===== config.mk =====
export PLATFORM = sky130hd
export DESIGN_NAME = circle_ring_pixel_shader_flat
export DESIGN_NICKNAME = d
export VERILOG_FILES = /design/src/crps_pkg.sv /design/src/crps_pix_if.sv /design/src/crps_res_if.sv /design/src/crps_cfg_regs.sv /design/src/crps_dist.sv /design/src/crps_shade.sv /design/src/circle_ring_pixel_shader.sv /design/src/flat_wrapper.sv
export SDC_FILE = /design/constraint.sdc
export NUM_CORES = 2
export LEC_CHECK = 0
export BUFFER_PORTS_ARGS = -buffer_cell sky130_fd_sc_hd__buf_2
export CORE_MARGIN = 2
export CORE_UTILIZATION = 30
export DETAILED_ROUTE_END_ITERATION = 8
export GPL_TIMING_DRIVEN = 0
export PLACE_DENSITY_LB_ADDON = 0.25
export SLEW_MARGIN = 20
export SYNTH_ARGS = -nofsm -noshare
export SYNTH_HDL_FRONTEND = slang
export SYNTH_SLANG_ARGS = --single-unit

===== constraint.sdc =====
create_clock -name clk -period 26.6 [get_ports clk]
set_input_delay 1.33 -clock clk [delete_from_list [all_inputs] [get_ports clk]]
set_output_delay 1.33 -clock clk [all_outputs]
set_load 0.02 [all_outputs]

===== src/crps_pkg.sv =====
// Shared types and constants for the circle ring pixel shader.
// Used by the interfaces, the pipeline modules and the top level.
package crps_pkg;

  localparam int COORD_BITS_DEFAULT = 14;

  localparam int PIX_W      = 13;
  localparam int LEN_W      = 13;
  localparam int COLOR_W    = 32;
  localparam int REGION_W   = 2;
  localparam int CFG_DATA_W = 32;
  localparam int CFG_IDX_W  = 3;

  // Ring bounds: inner fits the radius width, outer needs one more bit.
  localparam int BOUND_W = LEN_W + 1;
  localparam int IN2_W   = 2 * LEN_W;
  localparam int OUT2_W  = 2 * BOUND_W;

  typedef enum logic [CFG_IDX_W-1:0] {
    REG_CTR_COL           = 3'd0,
    REG_CTR_ROW           = 3'd1,
    REG_CIRCLE_RADIUS     = 3'd2,
    REG_OUTLINE_THICKNESS = 3'd3,
    REG_FILL_ENABLE       = 3'd4,
    REG_OUTLINE_COLOR     = 3'd5,
    REG_INTERIOR_COLOR    = 3'd6
  } cfg_reg_t;

  typedef enum logic [REGION_W-1:0] {
    REGION_NONE     = 2'd0,
    REGION_OUTLINE  = 2'd1,
    REGION_INTERIOR = 2'd2
  } region_t;

  // Configuration of fixed width; the center coordinates travel separately
  // because their width follows COORD_BITS.
  typedef struct packed {
    logic [LEN_W-1:0]   circle_radius;
    logic [LEN_W-1:0]   outline_thickness;
    logic               fill_enable;
    logic [COLOR_W-1:0] outline_color;
    logic [COLOR_W-1:0] interior_color;
  } shade_cfg_t;

endpackage


===== src/crps_pix_if.sv =====
// Pixel input channel: valid/ready handshake with coordinates and color.
// Depends on crps_pkg for field widths.
interface crps_pix_if
  import crps_pkg::*;
();
  logic               valid;
  logic               ready;
  logic [PIX_W-1:0]   pixel_col;
  logic [PIX_W-1:0]   pixel_row;
  logic [COLOR_W-1:0] pixel_rgba;

  modport source (output valid, output pixel_col, output pixel_row, output pixel_rgba,
                  input ready);
  modport sink   (input valid, input pixel_col, input pixel_row, input pixel_rgba,
                  output ready);
endinterface


===== src/crps_res_if.sv =====
// Result channel: valid/ready handshake with the shaded color and region code.
// Depends on crps_pkg for field widths.
interface crps_res_if
  import crps_pkg::*;
();
  logic                valid;
  logic                ready;
  logic [COLOR_W-1:0]  out_rgba;
  logic [REGION_W-1:0] region;

  modport source (output valid, output out_rgba, output region, input ready);
  modport sink   (input valid, input out_rgba, input region, output ready);
endinterface


===== src/crps_cfg_regs.sv =====
// Configuration register file written through a plain indexed write port.
// Depends on crps_pkg.
module crps_cfg_regs
  import crps_pkg::*;
#(
  parameter int COORD_BITS = COORD_BITS_DEFAULT
) (
  input  logic                         clk,
  input  logic                         rst,
  input  logic                         cfg_we,
  input  logic [CFG_IDX_W-1:0]         cfg_index,
  input  logic [CFG_DATA_W-1:0]        cfg_data,
  output logic signed [COORD_BITS-1:0] ctr_col,
  output logic signed [COORD_BITS-1:0] ctr_row,
  output shade_cfg_t                   cfg
);

  always_ff @(posedge clk) begin
    if (rst) begin
      ctr_col <= '0;
      ctr_row <= '0;
      cfg     <= '0;
    end else if (cfg_we) begin
      unique case (cfg_reg_t'(cfg_index))
        REG_CTR_COL:           ctr_col <= signed'(cfg_data[COORD_BITS-1:0]);
        REG_CTR_ROW:           ctr_row <= signed'(cfg_data[COORD_BITS-1:0]);
        REG_CIRCLE_RADIUS:     cfg.circle_radius <= cfg_data[LEN_W-1:0];
        REG_OUTLINE_THICKNESS: cfg.outline_thickness <= cfg_data[LEN_W-1:0];
        REG_FILL_ENABLE:       cfg.fill_enable <= cfg_data[0];
        REG_OUTLINE_COLOR:     cfg.outline_color <= cfg_data[COLOR_W-1:0];
        REG_INTERIOR_COLOR:    cfg.interior_color <= cfg_data[COLOR_W-1:0];
        default: ;  // drop writes to unused indexes
      endcase
    end
  end

endmodule


===== src/crps_dist.sv =====
// First three pipeline stages: offsets, squares, squared distance; the ring
// bounds and their squares run alongside. Depends on crps_pkg.
module crps_dist
  import crps_pkg::*;
#(
  parameter int COORD_BITS = COORD_BITS_DEFAULT,
  localparam int DX_W = ((COORD_BITS > 14) ? COORD_BITS : 14) + 1,
  localparam int MAG_W = DX_W - 1,
  localparam int SQ_W = 2 * MAG_W,
  localparam int D2_W = SQ_W + 1
) (
  input  logic                         clk,
  input  logic                         rst,
  input  logic                         en,
  input  logic                         in_valid,
  input  logic [PIX_W-1:0]             pixel_col,
  input  logic [PIX_W-1:0]             pixel_row,
  input  logic [COLOR_W-1:0]           pixel_rgba,
  input  logic signed [COORD_BITS-1:0] ctr_col,
  input  logic signed [COORD_BITS-1:0] ctr_row,
  input  shade_cfg_t                   cfg,
  output logic                         d_valid,
  output logic [D2_W-1:0]              d2,
  output logic [IN2_W-1:0]             in2,
  output logic [OUT2_W-1:0]            out2,
  output logic [COLOR_W-1:0]           d_rgba
);

  logic signed [DX_W-1:0] col_s, row_s, cx_s, cy_s, dx, dy;
  logic [LEN_W-2:0]       half;
  logic [LEN_W-1:0]       inner_next;
  logic [BOUND_W-1:0]     outer_next;

  // Stage 1 registers
  logic               v1;
  logic [MAG_W-1:0]   mag_x, mag_y;
  logic [LEN_W-1:0]   inner;
  logic [BOUND_W-1:0] outer;
  logic [COLOR_W-1:0] rgba1;
  // Stage 2 registers
  logic               v2;
  logic [SQ_W-1:0]    dx2, dy2;
  logic [IN2_W-1:0]   in2_s2;
  logic [OUT2_W-1:0]  out2_s2;
  logic [COLOR_W-1:0] rgba2;

  always_comb begin
    col_s = DX_W'(signed'({1'b0, pixel_col}));
    row_s = DX_W'(signed'({1'b0, pixel_row}));
    cx_s  = DX_W'(ctr_col);
    cy_s  = DX_W'(ctr_row);
    dx    = col_s - cx_s;
    dy    = row_s - cy_s;
    half  = cfg.outline_thickness[LEN_W-1:1];
    outer_next = BOUND_W'(cfg.circle_radius) + BOUND_W'(half);
    // Saturate the inner bound at zero
    if (cfg.circle_radius > LEN_W'(half)) begin
      inner_next = cfg.circle_radius - LEN_W'(half);
    end else begin
      inner_next = '0;
    end
  end

  always_ff @(posedge clk) begin
    if (rst) begin
      v1      <= 1'b0;
      v2      <= 1'b0;
      d_valid <= 1'b0;
    end else if (en) begin
      v1      <= in_valid;
      v2      <= v1;
      d_valid <= v2;
    end
  end

  always_ff @(posedge clk) begin
    if (en) begin
      mag_x   <= dx[DX_W-1] ? MAG_W'(-dx) : MAG_W'(dx);
      mag_y   <= dy[DX_W-1] ? MAG_W'(-dy) : MAG_W'(dy);
      inner   <= inner_next;
      outer   <= outer_next;
      rgba1   <= pixel_rgba;

      dx2     <= SQ_W'(mag_x) * SQ_W'(mag_x);
      dy2     <= SQ_W'(mag_y) * SQ_W'(mag_y);
      in2_s2  <= IN2_W'(inner) * IN2_W'(inner);
      out2_s2 <= OUT2_W'(outer) * OUT2_W'(outer);
      rgba2   <= rgba1;

      d2      <= D2_W'(dx2) + D2_W'(dy2);
      in2     <= in2_s2;
      out2    <= out2_s2;
      d_rgba  <= rgba2;
    end
  end

endmodule


===== src/crps_shade.sv =====
// Last pipeline stage: ring and interior tests, color select, output register.
// Depends on crps_pkg.
module crps_shade
  import crps_pkg::*;
#(
  parameter int D2_W = 29
) (
  input  logic                clk,
  input  logic                rst,
  input  logic                en,
  input  logic                in_valid,
  input  logic [D2_W-1:0]     d2,
  input  logic [IN2_W-1:0]    in2,
  input  logic [OUT2_W-1:0]   out2,
  input  logic [COLOR_W-1:0]  rgba,
  input  shade_cfg_t          cfg,
  output logic                res_valid,
  output logic [COLOR_W-1:0]  out_rgba,
  output logic [REGION_W-1:0] region
);

  logic               above_inner, below_inner, below_outer;
  logic [COLOR_W-1:0] rgba_next;
  region_t            region_next;

  always_comb begin
    above_inner = d2 > D2_W'(in2);
    below_inner = d2 < D2_W'(in2);
    below_outer = d2 < D2_W'(out2);
    // Exactly on either boundary leaves the pixel alone
    priority if (above_inner && below_outer) begin
      rgba_next   = cfg.outline_color;
      region_next = REGION_OUTLINE;
    end else if (cfg.fill_enable && below_inner) begin
      rgba_next   = cfg.interior_color;
      region_next = REGION_INTERIOR;
    end else begin
      rgba_next   = rgba;
      region_next = REGION_NONE;
    end
  end

  always_ff @(posedge clk) begin
    if (rst) begin
      res_valid <= 1'b0;
    end else if (en) begin
      res_valid <= in_valid;
    end
  end

  always_ff @(posedge clk) begin
    if (en) begin
      out_rgba <= rgba_next;
      region   <= region_next;
    end
  end

endmodule


===== src/circle_ring_pixel_shader.sv =====
// Circle ring pixel shader: recolors a pixel stream with a thick circle
// outline and optional fill. Depends on crps_pkg, crps_pix_if, crps_res_if,
// crps_cfg_regs, crps_dist and crps_shade.
//
// Usage:
//   pixel  - input channel (valid/ready): column, row and RGBA color.
//   result - output channel (valid/ready): new RGBA color and region code
//            (none, outline ring, interior fill), one result per pixel.
//   cfg_*  - register writes, one per cycle when cfg_we is high; write only
//            while no pixel is in flight.
// Timing:
//   Four register stages (offsets, squares, distance sum, classify). The
//   first stage loads at the pixel transfer; the result passes the
//   squares, distance sum and classify registers and transfers when
//   the receiver takes it. One pixel per clock is sustained while it
//   keeps ready high; the squaring stage's four multipliers set the stage depth.
// Reset clears every configuration register to zero and empties the pipeline.
// Stall: when the output holds a result that is not taken, the whole
// pipeline holds and pixel.ready drops; nothing is lost or repeated.
module circle_ring_pixel_shader
  import crps_pkg::*;
#(
  parameter int COORD_BITS = COORD_BITS_DEFAULT
) (
  input  logic                  clk,
  input  logic                  rst,
  input  logic                  cfg_we,
  input  logic [CFG_IDX_W-1:0]  cfg_index,
  input  logic [CFG_DATA_W-1:0] cfg_data,
  crps_pix_if.sink              pixel,
  crps_res_if.source            result
);

  localparam int DX_W  = ((COORD_BITS > 14) ? COORD_BITS : 14) + 1;
  localparam int D2_W  = 2 * (DX_W - 1) + 1;

  logic signed [COORD_BITS-1:0] ctr_col, ctr_row;
  shade_cfg_t                   cfg;
  logic                         en;
  logic                         d_valid;
  logic [D2_W-1:0]              d2;
  logic [IN2_W-1:0]             in2;
  logic [OUT2_W-1:0]            out2;
  logic [COLOR_W-1:0]           d_rgba;

  // Advance whenever the output register is empty or being taken
  assign en          = !result.valid || result.ready;
  assign pixel.ready = en;

  crps_cfg_regs #(.COORD_BITS(COORD_BITS)) u_cfg (
    .clk      (clk),
    .rst      (rst),
    .cfg_we   (cfg_we),
    .cfg_index(cfg_index),
    .cfg_data (cfg_data),
    .ctr_col  (ctr_col),
    .ctr_row  (ctr_row),
    .cfg      (cfg)
  );

  crps_dist #(.COORD_BITS(COORD_BITS)) u_dist (
    .clk       (clk),
    .rst       (rst),
    .en        (en),
    .in_valid  (pixel.valid),
    .pixel_col (pixel.pixel_col),
    .pixel_row (pixel.pixel_row),
    .pixel_rgba(pixel.pixel_rgba),
    .ctr_col   (ctr_col),
    .ctr_row   (ctr_row),
    .cfg       (cfg),
    .d_valid   (d_valid),
    .d2        (d2),
    .in2       (in2),
    .out2      (out2),
    .d_rgba    (d_rgba)
  );

  crps_shade #(.D2_W(D2_W)) u_shade (
    .clk      (clk),
    .rst      (rst),
    .en       (en),
    .in_valid (d_valid),
    .d2       (d2),
    .in2      (in2),
    .out2     (out2),
    .rgba     (d_rgba),
    .cfg      (cfg),
    .res_valid(result.valid),
    .out_rgba (result.out_rgba),
    .region   (result.region)
  );

endmodule


===== src/flat_wrapper.sv =====
// flat-port wrapper written by rule: the top's interface ports become plain ports
module circle_ring_pixel_shader_flat import crps_pkg::*;
#(
  parameter int COORD_BITS = COORD_BITS_DEFAULT
)
  (clk, rst, cfg_we, cfg_index, cfg_data, pixel_valid, pixel_pixel_col, pixel_pixel_row, pixel_pixel_rgba, pixel_ready, result_valid, result_out_rgba, result_region, result_ready);
  crps_pix_if pixel_i ();
  crps_res_if result_i ();
  input  logic clk;
  input  logic rst;
  input  logic cfg_we;
  input  logic [CFG_IDX_W-1:0] cfg_index;
  input  logic [CFG_DATA_W-1:0] cfg_data;
  input wire logic [$bits(pixel_i.valid)-1:0] pixel_valid;
  input wire logic [$bits(pixel_i.pixel_col)-1:0] pixel_pixel_col;
  input wire logic [$bits(pixel_i.pixel_row)-1:0] pixel_pixel_row;
  input wire logic [$bits(pixel_i.pixel_rgba)-1:0] pixel_pixel_rgba;
  output wire logic [$bits(pixel_i.ready)-1:0] pixel_ready;
  output wire logic [$bits(result_i.valid)-1:0] result_valid;
  output wire logic [$bits(result_i.out_rgba)-1:0] result_out_rgba;
  output wire logic [$bits(result_i.region)-1:0] result_region;
  input wire logic [$bits(result_i.ready)-1:0] result_ready;
  assign pixel_i.valid = pixel_valid;
  assign pixel_i.pixel_col = pixel_pixel_col;
  assign pixel_i.pixel_row = pixel_pixel_row;
  assign pixel_i.pixel_rgba = pixel_pixel_rgba;
  assign pixel_ready = pixel_i.ready;
  assign result_valid = result_i.valid;
  assign result_out_rgba = result_i.out_rgba;
  assign result_region = result_i.region;
  assign result_i.ready = result_ready;
  circle_ring_pixel_shader #(.COORD_BITS(COORD_BITS)) u_core (.clk(clk), .rst(rst), .cfg_we(cfg_we), .cfg_index(cfg_index), .cfg_data(cfg_data), .pixel(pixel_i), .result(result_i));
endmodule

Word level (Yosys, flattened, before mapping). Index checks and enable logic that the tools add are counted.

Bits in registers: 501. Input port bits: 98. Output and inout port bits: 36. Word-level logic and storage cells: 65.

Add/sub/neg operators: 7. $mul: 4. Magnitude comparators: 4. Equal/unequal tests: 6. Mux-type cells: 5. Reductions and logical operators: 12.

Operators by type and width (count): 14-bit by 14-bit multiplier with 28-bit output (3); 32-bit 2-to-1 mux (2); 14-bit by 14-bit subtractor with 15-bit output (2); 28-bit by 28-bit adder with 29-bit output (1); 29-bit by 26-bit > comparator with 1-bit output (1); 29-bit by 26-bit less-than comparator with 1-bit output (1); 29-bit by 28-bit less-than comparator with 1-bit output (1); 14-bit 2-to-1 mux (2); 14-bit negation (2); 13-bit by 13-bit multiplier with 26-bit output (1); 13-bit by 12-bit adder with 14-bit output (1); 2-bit AND reduction (7); 13-bit by 12-bit > comparator with 1-bit output (1); 13-bit by 12-bit subtractor with 13-bit output (1); 3-bit equality test (second input constant) (3); 3-bit by 2-bit equality test with 1-bit output (second input constant) (2); 3-bit by 1-bit equality test with 1-bit output (second input constant) (1); 3-bit logical NOT (1); 1-bit logical AND (2); 2-bit 2-to-1 mux (1); 1-bit logical NOT (1); 1-bit logical OR (1).

Depth between registers and ports, before layout.
Word-level depth: 4. Depth in mapped cells: 25. Depth with buffers taken out: 24.

By module. Synthesis repeated with hierarchy kept, for this count alone.

Cell total of the unflattened synthesis: 4119. Area total of the unflattened synthesis: 43723.2 um2.

Modules (own cells, without submodules): crps_dist (instances 1, cells an instance 3384, area each 35525.3 um2, sequential area each 10209.8 um2); crps_cfg_regs (instances 1, cells an instance 430, area each 4779.6 um2, sequential area each 2382.3 um2); crps_shade (instances 1, cells an instance 304, area each 3412.0 um2, sequential area each 1041.0 um2); circle_ring_pixel_shader (instances 1, cells an instance 1, area each 6.3 um2, sequential area each 0.0 um2).

Least setup slack after synthesis. No wires, ideal clock.

Path type: input port to output port. Start: in result_ready. End: out pixel_ready. Arrival: 11779 ps. Required time: 25270 ps. Setup slack: 13491 ps. Cell stages on the path: 2. Buffers on the path: 1. Cell sequence: nand2b_1 clkbuf_1.

Longest elaborated chain between the ends: 1.

Ends and longest elaborated chain: start: declaration (RTL line flat_wrapper.sv:22) `input wire logic [$bits(result_i.ready)-1:0] result_ready;`; 1-bit logical OR (RTL line circle_ring_pixel_shader.sv:47) `assign en = !result.valid || result.ready;`; end: declaration (RTL line flat_wrapper.sv:18) `output wire logic [$bits(pixel_i.ready)-1:0] pixel_ready;`.

No other way between the ends.

Final worst setup path.
Start: reg u_core.u_dist.mag_y[5]. End: reg u_core.u_dist.dy2[27], data pin.

Longest elaborated chain between the ends: 1.

Ends and longest elaborated chain: start: declaration (RTL line crps_dist.sv:36) `logic [MAG_W-1:0] mag_x, mag_y;`; start signal: assignment (RTL line crps_dist.sv:79) `mag_y <= dy[DX_W-1] ? MAG_W'(-dy) : MAG_W'(dy);`; 14-bit by 14-bit multiplier with 28-bit output (RTL line crps_dist.sv:85) `dy2 <= SQ_W'(mag_y) * SQ_W'(mag_y);`; end signal: assignment (RTL line crps_dist.sv:85); end: declaration (RTL line crps_dist.sv:42) `logic [SQ_W-1:0] dx2, dy2;`.

No other way between the ends. A chain may end at the register's enable or synchronous reset.

==> results.py <==
metrics = {
    "die": {
        "die_area_um2": 144200,
        "start_util": 0.3029,
        "ios": 134,
        "dieHeight_um": 379.8,
        "die_x_um": 379.8,
        "rows": 137,
        "coreArea_um2": 139900,
    },
    "detailed_routing": {
        "drt_first_pass_iters": 5,
        "drc_errors": 0,
        "vias": 28127,
        "drt-total-wl_um": 95770,
        "ant_nets": 0,
        "first_iter_violations": 1183,
        "wl_per_cell_um": 15.28,
        "routed_via_density": 4.488,
    },
    "synth": {
        "syn_nets": 5142,
        "ys_seq_elements": 494,
        "yosysWarnings": 0,
        "ys_types": 82,
        "yosys-top-cells-area": "edfxtp_1 26%, fa_1 21%, ha_1 14%, inv_1 7.5%, dfxtp_1 5.8%",
        "synth_top_area_frac": 0.2637,
        "synthCells": 4138,
        "yosysMostFrequentCell": "inv_1",
        "postSynthAreaPerCell_um2": 10.24,
        "synthFlopType": "edfxtp_1",
        "synthArstFlopShare": 0,
        "synth_edf_count": 372,
        "yosysSeqAreaShare": 0.3213,
        "synth_commonest_cells": "848 x inv_1, 513 x nand2_1, 463 x ha_1",
        "synthesis.area_um2": 42360,
        "yosysTopAreaCell": "edfxtp_1",
    },
    "global_routing": {
        "grt_pass1_wl_um": 157300,
        "grtUsageTotal": 0.1355,
        "grt_max_degree": 57,
        "antenna_found_initial": 32,
        "grt-ovfl-total": 0,
        "grt_pass1_vias": 29904,
    },
    "setup_path": {
        "cp-start-kind": "register",
        "arrival_ps": 7620,
        "cp.buffers_inverters": 6,
        "worst_path_dominant_cell_family": "adder cells",
        "path_max_fanout": 10,
        "crit_type": "reg -> reg",
        "worst_path_max_delay_cell": "edfxtp_1",
        "end_kind": "register",
        "max_stage_delay_ps": 600,
        "critical_path.most_common_cell": "fa_1",
        "crit_chain": "clkbuf_1 > nand2_1 > fa_1 > fa_1 > inv_1 > fa_1 > inv_1 > fa_1 > inv_1 > fa_1 > inv_1 > fa_1 > inv_1 > ha_1 > o21a_1 > o21ai_1 > a32oi_1 > a31oi_1 > or3_1 > a31oi_2 > a221o_1 > a21oi_1 > xnor2_1",
        "crit_required_ps": 27000,
    },
    "clock_network": {
        "cts_setup_buffers": 0,
        "cts_buffers": 56,
        "numClockSinks": 494,
        "cts_tree": "done",
        "insertion_delay_ps": 660,
        "clk_pin_slew_worst_paths_ps": 60,
        "clock_path_buffers": 3,
        "post_cts_resized": 0,
        "hold_buffers": 0,
        "htreeDepth": 2,
        "clockRootBuffer": "clkbuf_16",
    },
    "cells_and_area": {
        "post-route-util": 0.3396,
        "syn_to_final_growth_pct": 12.14,
        "drive_gt1_frac": 0.06823,
        "stdcell_count": 6267,
        "nets": 5340,
        "fillers": 14483,
    },
    "hold_path": {
        "hp-class": "reg -> reg",
    },
    "placed_design": {
        "dp_cells": 6154,
        "place.gp.congestion": 0.8081,
        "port_buffers": 132,
        "dp.final_hpwl_um": 78270,
    },
    "timing": {
        "rsz0062_at_grt": "no",
        "finClkSkew_ps": 56.68,
        "fmax_mhz": 138.5,
        "slew_headroom": 0.3583,
        "final_hold_viol_count": 0,
        "finalCritPeriodShare": 0.2714,
        "whs_ps": 396.2,
        "min_period_ps": 7220,
        "finalMaxSlewViolations": 0,
        "setup_violations": 0,
        "tightest_slew_ps": 960.9,
        "tns_ps": 0,
    },
    "flow_run": {
        "max-cap-violations": 0,
    },
    "run_status": {
        "run_status": "complete, no violations",
    },
}
-- through the flow --
step / setup slack (ps) / area (um2)
2_1_floorplan: 13490 / 42360
3_3_place_gp: 7398 / 45370
4_1_cts: 19360 / 47480
5_1_grt: 19080 / 47500
3_5_place_dp: 19400 / 45570
6_report: 19380 / 47510
-- path summary, 6_finish.rpt --
| path | from | end | slack, ps | cells after the start |
|---|---|---|---|---|
| worst max-delay path | u_core.u_dist.mag_y[5] | u_core.u_dist.dy2[27] | 19380 | 23 |
| worst min-delay path | u_core.u_dist.in2_s2[5] | u_core.u_dist.in2[5] | 400 | 0 |
| worst min register to register | u_core.u_dist.in2_s2[5] | u_core.u_dist.in2[5] | 400 | 0 |
| worst max register to register | u_core.u_dist.mag_y[5] | u_core.u_dist.dy2[27] | 19380 | 23 |
-- registers in the layout (all words and copies together) (netlist names), 27 cells and up --
signal	count
u_core.u_cfg.cfg	90
u_core.u_dist.d_rgba	32
u_core.u_dist.rgba1	32
u_core.u_dist.rgba2	32
u_core.u_shade.out_rgba	32
u_core.u_dist.d2	29
u_core.u_dist.dx2	27
u_core.u_dist.dy2	27
u_core.u_dist.out2	27
u_core.u_dist.out2_s2	27
-- cell usage in the layout (no fill, tap or decap), types with 40 or more instances in the layout --
master	n
and2_1	119
o21ai_0	40
inv_1	848
a21o_1	64
ha_1	463
dfxtp_1	122
nand2_1	513
nor2_1	113
fa_1	443
nor2b_1	46
clkbuf_16	59
xor2_1	50
xnor2_1	161
buf_2	134
a21oi_1	258
edfxtp_1	372
clkbuf_1	111
-- routing by layer --
layer | share of wire | vias up | global-route usage
li1 | - | 13745 | -
met1 | 0.43 | 13732 | 0.1670
met2 | 0.50 | 455 | 0.2428
met3 | 0.050 | 151 | 0.02690
met4 | 0.021 | 44 | 0.03020
met5 | 0.0030 | - | 0
-- final cells by class --
type | instances | area, um2 | share of cell area
Antenna cell | 9 | 22.52 | 0.0004741
Buffer | 110 | 452.9 | 0.009534
Clock buffer | 76 | 1604 | 0.03377
Clock inverter | 28 | 306.5 | 0.006453
Inverter | 848 | 3183 | 0.06700
Multi-Input combinational cell | 2686 | 25120 | 0.5287
Sequential cell | 494 | 13610 | 0.2866
Tap cell | 1876 | 2347 | 0.04941
Timing Repair Buffer | 140 | 858.3 | 0.01807
-- cells by family (layout without fill, tap and decap cells) --
logic type,after synthesis,count (layout),synth area share
other,0,9,0
AO/OA/AOI/OAI,543,543,0.08007
flip-flops,494,494,0.3213
multiplexers,76,76,0.01997
AND/OR/NAND/NOR,950,950,0.1032
adder cells (fa/ha/maj),906,906,0.3461
buffers and inverters,958,1202,0.08574
XOR/XNOR,211,211,0.04362
Power is left out: the tool's default activity adds up to more than one toggle a clock period on the data nets, which glitch-free logic cannot reach.
